--- config.mk ---
export PLATFORM = sky130hd
export DESIGN_NAME = gnr_seq
export DESIGN_NICKNAME = d
export VERILOG_FILES = /design/src/design/gnr_pkg.sv /design/src/design/gnr_seq.sv
export SDC_FILE = /design/constraint.sdc
export NUM_CORES = 1
export LEC_CHECK = 0
export ABC_CLOCK_PERIOD_IN_PS = 2900
export BUFFER_PORTS_ARGS = -buffer_cell sky130_fd_sc_hd__buf_4
export CAP_MARGIN = 20
export CORE_MARGIN = 8
export CORE_UTILIZATION = 30
export CTS_BUF_LIST = sky130_fd_sc_hd__clkbuf_8 sky130_fd_sc_hd__clkbuf_16
export DETAILED_ROUTE_END_ITERATION = 8
export GPL_TIMING_DRIVEN = 0
export HOLD_SLACK_MARGIN = 0.12
export SYNTH_ARGS = -nofsm -noshare
export SYNTH_HDL_FRONTEND = slang
export SYNTH_SLANG_ARGS = --single-unit
--- constraint.sdc ---
create_clock -name clk_i -period 2.9 [get_ports clk_i]
set_input_delay 0.29 -clock clk_i [delete_from_list [all_inputs] [get_ports clk_i]]
set_output_delay 0.29 -clock clk_i [all_outputs]
set_load 0.02 [all_outputs]
--- src/design/gnr_pkg.sv ---
package gnr_pkg;

  // Default geometry and step costs
  localparam int unsigned GRID_ROWS_DEF = 64;
  localparam int unsigned GRID_COLS_DEF = 64;
  localparam int unsigned DIAG_COST_DEF = 14;
  localparam int unsigned SIDE_COST_DEF = 10;

  // Field widths
  localparam int unsigned COORD_W    = 6;
  localparam int unsigned MAP_W      = 7;
  localparam int unsigned COST_W     = 16;
  localparam int unsigned PARENT_W   = 2 * COORD_W;
  localparam int unsigned CFG_IDX_W  = 3;
  localparam int unsigned CFG_DATA_W = 7;
  localparam int unsigned PC_W       = 4;

  localparam logic [COST_W-1:0] COST_MAX = '1;

  // Cell status codes
  localparam logic [1:0] ST_NONE   = 2'd0;
  localparam logic [1:0] ST_OPEN   = 2'd1;
  localparam logic [1:0] ST_CLOSED = 2'd2;

  // Configuration register indexes
  localparam logic [CFG_IDX_W-1:0] REG_MAP_ROWS  = 3'd0;
  localparam logic [CFG_IDX_W-1:0] REG_MAP_COLS  = 3'd1;
  localparam logic [CFG_IDX_W-1:0] REG_START_ROW = 3'd2;
  localparam logic [CFG_IDX_W-1:0] REG_START_COL = 3'd3;
  localparam logic [CFG_IDX_W-1:0] REG_GOAL_ROW  = 3'd4;
  localparam logic [CFG_IDX_W-1:0] REG_GOAL_COL  = 3'd5;

  typedef enum logic [1:0] {
    ACT_LOAD   = 2'd0,
    ACT_EXPAND = 2'd1,
    ACT_CLOSE  = 2'd2,
    ACT_NOP    = 2'd3
  } action_e;

  // Neighbor offset along one axis
  typedef enum logic [1:0] {
    OFF_ZERO  = 2'd0,
    OFF_PLUS  = 2'd1,
    OFF_MINUS = 2'd2
  } off_e;

  // Sequencer jump conditions
  typedef enum logic [1:0] {
    JC_NEXT = 2'd0,
    JC_END  = 2'd1,
    JC_OOM  = 2'd2
  } jc_e;

  // Microcode entry points
  localparam logic [PC_W-1:0] UA_LOAD  = 4'd0;
  localparam logic [PC_W-1:0] UA_CLOSE = 4'd1;
  localparam logic [PC_W-1:0] UA_ACK   = 4'd2;
  localparam logic [PC_W-1:0] UA_EXP   = 4'd3;
  localparam logic [PC_W-1:0] UA_FLUSH = 4'd13;

  typedef struct packed {
    logic            rd_cur;
    logic            rd_nbr;
    off_e            dr;
    off_e            dc;
    logic            latch_g;
    logic            eval;
    logic            wr_load;
    logic            wr_close;
    logic            emit_ack;
    logic            flush;
    jc_e             jc;
    logic [PC_W-1:0] target;
  } uword_t;

  typedef struct packed {
    logic   accept;
    uword_t uw;
  } ctrl_t;

  // Cost part of one cell
  typedef struct packed {
    logic [COST_W-1:0]   path;
    logic [COST_W-1:0]   total;
    logic [PARENT_W-1:0] parent;
  } cost_rec_t;

  // One result payload
  typedef struct packed {
    logic [COORD_W-1:0] row;
    logic [COORD_W-1:0] col;
    logic [COST_W-1:0]  g;
    logic [COST_W-1:0]  h;
    logic [COST_W-1:0]  f;
  } res_t;

  // Control store: one word per step
  function automatic uword_t uc_rom(logic [PC_W-1:0] pc);
    uword_t w;
    w = uword_t'('0);
    unique case (pc)
      UA_LOAD: begin
        w.wr_load  = 1'b1;
        w.emit_ack = 1'b1;
        w.jc       = JC_END;
      end
      UA_CLOSE: begin
        w.wr_close = 1'b1;
        w.emit_ack = 1'b1;
        w.jc       = JC_END;
      end
      UA_ACK: begin
        w.emit_ack = 1'b1;
        w.jc       = JC_END;
      end
      UA_EXP: begin
        w.rd_cur = 1'b1;
        w.jc     = JC_OOM;
        w.target = UA_ACK;
      end
      4'd4: begin
        w.rd_nbr  = 1'b1;
        w.dr      = OFF_MINUS;
        w.dc      = OFF_MINUS;
        w.latch_g = 1'b1;
      end
      4'd5: begin
        w.rd_nbr = 1'b1;
        w.dr     = OFF_MINUS;
        w.dc     = OFF_ZERO;
        w.eval   = 1'b1;
      end
      4'd6: begin
        w.rd_nbr = 1'b1;
        w.dr     = OFF_MINUS;
        w.dc     = OFF_PLUS;
        w.eval   = 1'b1;
      end
      4'd7: begin
        w.rd_nbr = 1'b1;
        w.dr     = OFF_ZERO;
        w.dc     = OFF_MINUS;
        w.eval   = 1'b1;
      end
      4'd8: begin
        w.rd_nbr = 1'b1;
        w.dr     = OFF_ZERO;
        w.dc     = OFF_PLUS;
        w.eval   = 1'b1;
      end
      4'd9: begin
        w.rd_nbr = 1'b1;
        w.dr     = OFF_PLUS;
        w.dc     = OFF_MINUS;
        w.eval   = 1'b1;
      end
      4'd10: begin
        w.rd_nbr = 1'b1;
        w.dr     = OFF_PLUS;
        w.dc     = OFF_ZERO;
        w.eval   = 1'b1;
      end
      4'd11: begin
        w.rd_nbr = 1'b1;
        w.dr     = OFF_PLUS;
        w.dc     = OFF_PLUS;
        w.eval   = 1'b1;
      end
      4'd12: begin
        w.eval = 1'b1;
      end
      UA_FLUSH: begin
        w.flush = 1'b1;
        w.jc    = JC_END;
      end
      default: begin
        w.jc = JC_END;
      end
    endcase
    return w;
  endfunction

endpackage

--- src/design/gnr_seq.sv ---
module gnr_seq import gnr_pkg::*; (
  input  logic       clk_i,
  input  logic       rst_ni,
  input  logic       start,
  input  logic [1:0] action_i,
  input  logic       cur_oom_i,
  output logic       busy,
  output ctrl_t      ctrl_o
);

  logic            busy_q, busy_d;
  logic [PC_W-1:0] pc_q, pc_d;
  logic [PC_W-1:0] entry;
  logic            accept;
  uword_t          uw;

  // Current control word, no-op while idle
  always_comb begin
    uw = busy_q ? uc_rom(pc_q) : uword_t'('0);
  end

  // Free on the final step of a program
  assign busy   = busy_q & (uw.jc != JC_END);
  assign accept = start & ~busy;

  // Program entry per request type
  always_comb begin
    unique case (action_e'(action_i))
      ACT_LOAD:   entry = UA_LOAD;
      ACT_EXPAND: entry = UA_EXP;
      ACT_CLOSE:  entry = UA_CLOSE;
      default:    entry = UA_ACK;
    endcase
  end

  // Step counter and jumps
  always_comb begin
    busy_d = busy_q;
    pc_d   = pc_q;
    if (busy_q) begin
      unique case (uw.jc)
        JC_NEXT: pc_d = pc_q + 1'b1;
        JC_OOM:  pc_d = cur_oom_i ? uw.target : pc_q + 1'b1;
        default: busy_d = 1'b0;
      endcase
    end
    if (accept) begin
      busy_d = 1'b1;
      pc_d   = entry;
    end
  end

  always_ff @(posedge clk_i or negedge rst_ni) begin
    if (!rst_ni) begin
      busy_q <= 1'b0;
      pc_q   <= UA_LOAD;
    end else begin
      busy_q <= busy_d;
      pc_q   <= pc_d;
    end
  end

  assign ctrl_o.accept = accept;
  assign ctrl_o.uw     = uw;

  a_pc_range: assert property (@(posedge clk_i) disable iff (!rst_ni)
    busy_q |-> pc_q <= UA_FLUSH)
    else $error("step counter beyond program");

  a_accept_busy: assert property (@(posedge clk_i) disable iff (!rst_ni)
    accept |=> busy_q)
    else $error("accepted request did not start a program");

  a_end_idle: assert property (@(posedge clk_i) disable iff (!rst_ni)
    (busy_q && uw.jc == JC_END && !accept) |=> !busy_q)
    else $error("sequencer did not stop at end step");

endmodule

==> qor.csv, run 1 <==
stage;metric;value;unit
floorplanning;ios;26;
synth;synth_flop_cell;dfrtp_1;
drt;wl_per_cell;12.5;um
synth;ys_warn_count;0;
sta;drv_slew;0;
synth;ys_ff_latch;5;
flow_run;drv_cap;0;
floorplanning;fp.dieW;64.2;um
critical_path;r2r_setup_slack;720;ps
sta;timing.final.crit_period;2630;ps
pwr;power_per_cell_area;1140;mW/mm^2
synth;synth_seq_area_share;0.180;
outcome;outcome;finished clean;
placement;gp_congestion;0.865;
synth;synth_cells;88;
drt;wl;1820;um
synth;synth.distinct_cells;39;
global_routing;grt_pass1_wl;3050;um
floorplanning;die_h;64.2;um
sta;finalHoldViolations;0;
drt;drtPass1Iterations;4;
critical_path;start_kind;flip-flop;
global_routing;gr-usage-all-layers;0.0886;
global_routing;grt_overflow;0;
critical_path;cpMaxStageDelayCell;or4_4;
synth;synth_top_cell_area_share;0.180;
sta;fmax;380;MHz
drt;postRouteAntennaNets;0;
synth;synth-edff-count;0;
clocking;cts.clk_slew.worst_paths;40;ps
global_routing;grt_pass1_vias;673;
pwr;peakVddDrop;0.516;mV
sta;fin_tns_setup;0;ps
cells_and_area;diodes;0;
floorplanning;start_util;0.315;
critical_path;cp-endpoint;ctrl_o[18];
critical_path;crit_family;simple AND/OR/NAND/NOR gates;
critical_path;path_buf_inv;3;
synth;synth.avg_cell_area;7.92;um^2
critical_path;regToRegEndpoint;pc_q[0];
worst_hold_path;hold_depth;3;
critical_path;arrival;2340;ps
synth;synth_area_leaders;dfrtp_1, ha_1, buf_4;
placement;dpl.hpwl;1490;um
global_routing;grt_max_degree;11;
critical_path;critPathKind;reg -> out;
critical_path;path_cells;inv_1 -> ha_1 -> or4_4 -> and2_4 -> o21ai_4 -> and2_2 -> buf_4 -> buf_4;
placement;portBuffers;22;
cells_and_area;nNetsFinal;131;
global_routing;antenna_found_initial;0;
drt;viasPerCell;4.83;
floorplanning;die_area;0.00412;mm^2
critical_path;crit_cells;8;
clocking;clock_sinks;5;
placement;pre_cts_slack;495;ps
floorplanning;row_count;17;
clocking;post_cts.repair.setup_buffers;0;
critical_path;slowest_delay;550;ps
sta;fin_crit_sh;0.909;
clocking;clock_latency;220;ps
clocking;cts.path.max_buffers;2;
clocking;tritoncts;done;
sta;rsz0062_at_grt;false;
critical_path;timing.rr.start;pc_q[0];
synth;netlist_area;697;um^2
clocking;htree_levels;1;
clocking;cts-root-buf;clkbuf_8;
drt;drt-initial-drc-count;22;
critical_path;critPathLaunch;pc_q[0];
worst_hold_path;hp-class;in -> reg;
synth;synth-async-reset-ratio;1.00;
cells_and_area;area_growth;37.7;%
clocking;cts_buffers;3;
sta;setup_viol_count_final;0;
critical_path;crit_top_cell;buf_4;
critical_path;r2r_cells;6;
drt;route.detailed.drc;0;
floorplanning;core;0.00221;mm^2
synth;yosys.area.top_type;dfrtp_1;
critical_path;crit_path_end_kind;output pin;
critical_path;critPathMaxFanout;6;
critical_path;cp.required;2610;ps
sta;setup_ws;265;ps
pwr;p_leak;0.504;nW
drt;vias;701;
cells_and_area;drive_above_1_share;0.385;
sta;fin_skew;3.91;ps
-- layer usage --
metal  wire [um]  GRT usage  share of wire  vias to the layer above
met3          86     0.0261          0.047                        0
met1         813      0.110           0.45                      324
met5           0          0              0                        -
li1            -          -              -                      356
met4           0     0.0245              0                        0
met2         919      0.146           0.51                       21
-- metrics by stage --
step                      cell area, um^2  utilization  total power [W]  hold WS, ps  cells
final                                 960        0.434          0.00110          396    145
after global routing                  960        0.434          0.00119          439    145
after CTS                             960        0.434          0.00111          398    145
after detailed placement              905        0.409         0.000975         94.8    140
after global placement                905        0.409         0.000965         93.7    140
after floorplan                       704            -         0.000721        -5.59     90
-- worst min path at each step --
stage	start	end	slack (ps)
after floorplan	rst_ni	busy_q	-6
after detailed placement	rst_ni	busy_q	90
after global routing	rst_ni	pc_q[2]	440
after global placement	rst_ni	pc_q[2]	90
final	start	busy_q	400
after CTS	start	busy_q	400
-- registers in the layout (all words and copies together), names as in the netlist --
register  count
pc_q          4
busy_q        1
-- area by class of cell --
| class | instances | area, um^2 |
|---|---|---|
| inverters | 9 | 33.8 |
| clock buffers | 3 | 41.3 |
| plain buffers | 8 | 65.1 |
| clock inverters | 1 | 3.75 |
| fillers | 246 | 1250 |
| flip-flops and latches | 5 | 125 |
| well taps | 28 | 35.0 |
| multi-input cells | 68 | 480 |
| repair buffers | 23 | 175 |
-- cells in the final DEF, fill, tap and decap left out, types with 3 or more instances in the layout --
cell type  synthesis  final
a21oi_1            5      5
and2_1             3      3
buf_4              5     27
clkbuf_8           0      3
conb_1             1      3
dfrtp_1            5      5
ha_1               7      7
inv_1              9     10
nand2_1            5      5
nor2_1             7      7
nor3_1             3      3
o21ai_0            5      5
-- power by group --
part	total, W	internal (W)	switching [W]
Clock	0.000124	0.0000907	0.0000333
Combinational	0.000840	0.000368	0.000472
Sequential	0.000131	0.000100	0.0000315
Total	0.00110	0.000559	0.000537
-- worst min-delay path, delay by kind of cell --
| family | cells | cell delay, ps |
|---|---|---|
| AO/OA/AOI/OAI | 2 | 160 |
| buffers and inverters | 1 | 110 |
-- timing repair --
action                                 in CTS  in global routing
gates resized for setup                     0                  0
endpoints found under the hold margin       5                  0
hold buffers                                1                  0
-- cells by family (layout without fill, tap and decap cells) --
kind of cell | Yosys count | in the layout | share of synthesized area
AOI/OAI and AO/OA | 21 | 21 | 0.215
adders and majority gates | 7 | 7 | 0.126
buffers and inverters | 17 | 44 | 0.142
DFF | 5 | 5 | 0.180
muxes | 2 | 2 | 0.0359
other | 1 | 3 | 0.00538
and+or+nand+nor | 35 | 35 | 0.296
-- synth_stat cells (2+ instances only) --
library cell,number
o21ai_0,5
nand3_1,2
nor3_1,3
and2_1,3
a21oi_1,5
nor2_1,7
nand2_1,5
buf_6,2
o211ai_1,2
buf_4,5
dfrtp_1,5
and2_2,2
and3_1,2
ha_1,7
inv_1,9
Note: power is estimated with default switching activity, not from simulation.
==> run 2, diff against run 1 <==
Settings changed: PLACE_DENSITY_LB_ADDON set to 0.2, RECOVER_POWER set to 100.
==> run 2 against run 1 <==
  * Clock skew hardly changed
  * Clock-buffer cell count unchanged
  * Utilization decreased by 2.8 points
  * Global-route usage fell by 0.083 points
  * Final cell count unchanged
  * Via count rose by 2.6%
  * First-iteration DRC count up 77%
  * Setup slack worse by 45 ps
  * Combinational power is 11% lower
  * Non-clock buffer count is the same
  * Largest cell class unchanged
==> qor.csv, run 2 (synthesis gave the netlist of run 1 again) <==
stage;metric;value;unit
clocking;clock_sinks;5;
placement;portBuffers;22;
critical_path;arrival;2390;ps
pwr;power_report.internal_total;0.000478;W
pwr;power_switching;0.000521;W
cells_and_area;diodes;0;
clocking;clock_latency;220;ps
drt;drtPass1Iterations;4;
floorplanning;start_util;0.315;
sta;setup_ws;220;ps
critical_path;slowest_delay;590;ps
sta;slew_headroom;0.661;
critical_path;path_cells;inv_1 -> ha_1 -> or4_1 -> and2_4 -> o21ai_4 -> and2_2 -> buf_4 -> clkbuf_2;
cells_and_area;largest_registers;pc_q: 4 flops, busy_q: 1 flops;
placement;pre_cts_slack;506;ps
clocking;cts-root-buf;clkbuf_8;
pwr;power_per_cell_area;1110;mW/mm^2
critical_path;crit_path_end_kind;output pin;
drt;drt-initial-drc-count;39;
cells_and_area;area_growth;28.7;%
clocking;htree_levels;1;
sta;drv_slew;0;
floorplanning;fp.dieW;64.2;um
sta;finalHoldViolations;0;
floorplanning;row_count;17;
drt;vias;719;
critical_path;cp.required;2610;ps
pwr;p_sw_frac;0.521;
critical_path;cpMaxStageDelayCell;or4_1;
cells_and_area;final_util;0.406;
clocking;cts_buffers;3;
drt;wl;1730;um
flow_run;drv_cap;0;
pwr;combPwrFrac;0.748;
cells_and_area;drive_above_1_share;0.256;
sta;setup_viol_count_final;0;
pwr;p_seq_frac;0.129;
cells_and_area;nNetsFinal;131;
cells_and_area;multi_input_area;468;um^2
critical_path;crit_family;simple AND/OR/NAND/NOR gates;
cells_and_area;n_fill_cell;263;
sta;rsz0062_at_grt;false;
floorplanning;ios;26;
global_routing;grt_pass1_wl;3100;um
clocking;tritoncts;done;
drt;viasPerCell;4.96;
critical_path;critPathKind;reg -> out;
pwr;peakVddDrop;0.511;mV
worst_hold_path;hp-class;in -> reg;
cells_and_area;top_register;pc_q;
placement;dpl.hpwl;1420;um
drt;postRouteAntennaNets;0;
drt;wl_per_cell;12.0;um
floorplanning;die_h;64.2;um
global_routing;antenna_found_initial;0;
cells_and_area;largest_reg_flops;4;
drt;route.detailed.drc;0;
sta;timing.final.crit_period;2680;ps
cells_and_area;final_common_cell;buf_4;
critical_path;start_kind;flip-flop;
sta;fin_skew;4.07;ps
placement;gp_congestion;0.823;
sta;fin_crit_sh;0.924;
pwr;p_leak;0.443;nW
clocking;cts.path.max_buffers;2;
cells_and_area;layout_common_cells;buf_4, clkbuf_1, inv_1;
sta;fin_tns_setup;0;ps
global_routing;gr-usage-all-layers;0.0878;
sta;tightest_slew;508;ps
placement;placedCellCount;140;
sta;fmax;373;MHz
clocking;cts_resized;0;
outcome;outcome;finished clean;
floorplanning;die_area;0.00412;mm^2
pwr;p_total;0.000999;W
global_routing;grt_max_degree;11;
clocking;cts.clk_slew.worst_paths;40;ps
critical_path;critPathMaxFanout;6;
critical_path;path_buf_inv;3;
floorplanning;core;0.00221;mm^2
global_routing;grt_pass1_vias;697;
global_routing;grt_overflow;0;
cells_and_area;stdcell_count;145;
cells_and_area;seqCellArea;125;um^2
pwr;pwr-share-clk;0.123;
[run 2: cell count changes in the layout (fill, tap and decap cells not counted), sizes merged]
cell	before	now
buf	29	15
clkbuf	4	18
[run 2: worst reg2reg max path, stage by stage (launching register included)]
cell and delay [ps]:
dfrtp_1 430, inv_1 110, ha_1 250, or4_1 590
and2_4 200, o21ai_4 190, mux2_1 340
[run 2: power groups by stage]
| stage | Clock, W | Sequential [W] | Combinational [W] |
|---|---|---|---|
| after floorplan | 0 | 0.000123 | 0.000598 |
| after global placement | 0 | 0.000132 | 0.000833 |
| after detailed placement | 0 | 0.000131 | 0.000835 |
| after CTS | 0.000125 | 0.000131 | 0.000840 |
| after global routing | 0.000135 | 0.000135 | 0.000826 |
| final | 0.000122 | 0.000129 | 0.000747 |
[run 2: path summary, 6_finish.rpt]
check	cells past startpoint	end	start	slack [ps]
hold / removal	3	busy_q	start	400
max in group asynchronous	2	pc_q[0]	rst_ni	2230
min in group asynchronous	2	pc_q[3]	rst_ni	450
setup reg to reg	6	pc_q[0]	pc_q[0]	670
setup / recovery	8	ctrl_o[18]	pc_q[0]	220
hold reg to reg	3	pc_q[2]	busy_q	680
[run 2: area by class of cell]
class	instances	share of cell area
clock buffers	3	0.0460
flip-flops and latches	5	0.139
repair buffers	23	0.141
clock inverters	1	0.00418
well taps	28	0.0391
inverters	9	0.0377
multi-input cells	68	0.522
plain buffers	8	0.0711
[run 2: metrics by stage]
| step | hold slack [ps] | instance area, um^2 |
|---|---|---|
| 2_1_floorplan | -5.59 | 704 |
| 3_3_place_gp | 96.5 | 905 |
| 3_5_place_dp | 95.3 | 905 |
| 4_1_cts | 394 | 960 |
| 5_1_grt | 440 | 897 |
| 6_report | 402 | 897 |
[run 2: layer usage]
layer | global-route usage | part of all wire | vias to the layer above
li1 | - | - | 356
met1 | 0.107 | 0.46 | 341
met2 | 0.146 | 0.49 | 20
met3 | 0.0314 | 0.039 | 2
met4 | 0.0163 | 0.0087 | 0
met5 | 0 | 0 | -
[run 2: timing repair]
item,CTS,global route
hold buffers,1,0
endpoints found under the hold margin,5,0
setup buffers,0,0
setup endpoints to repair,0,0
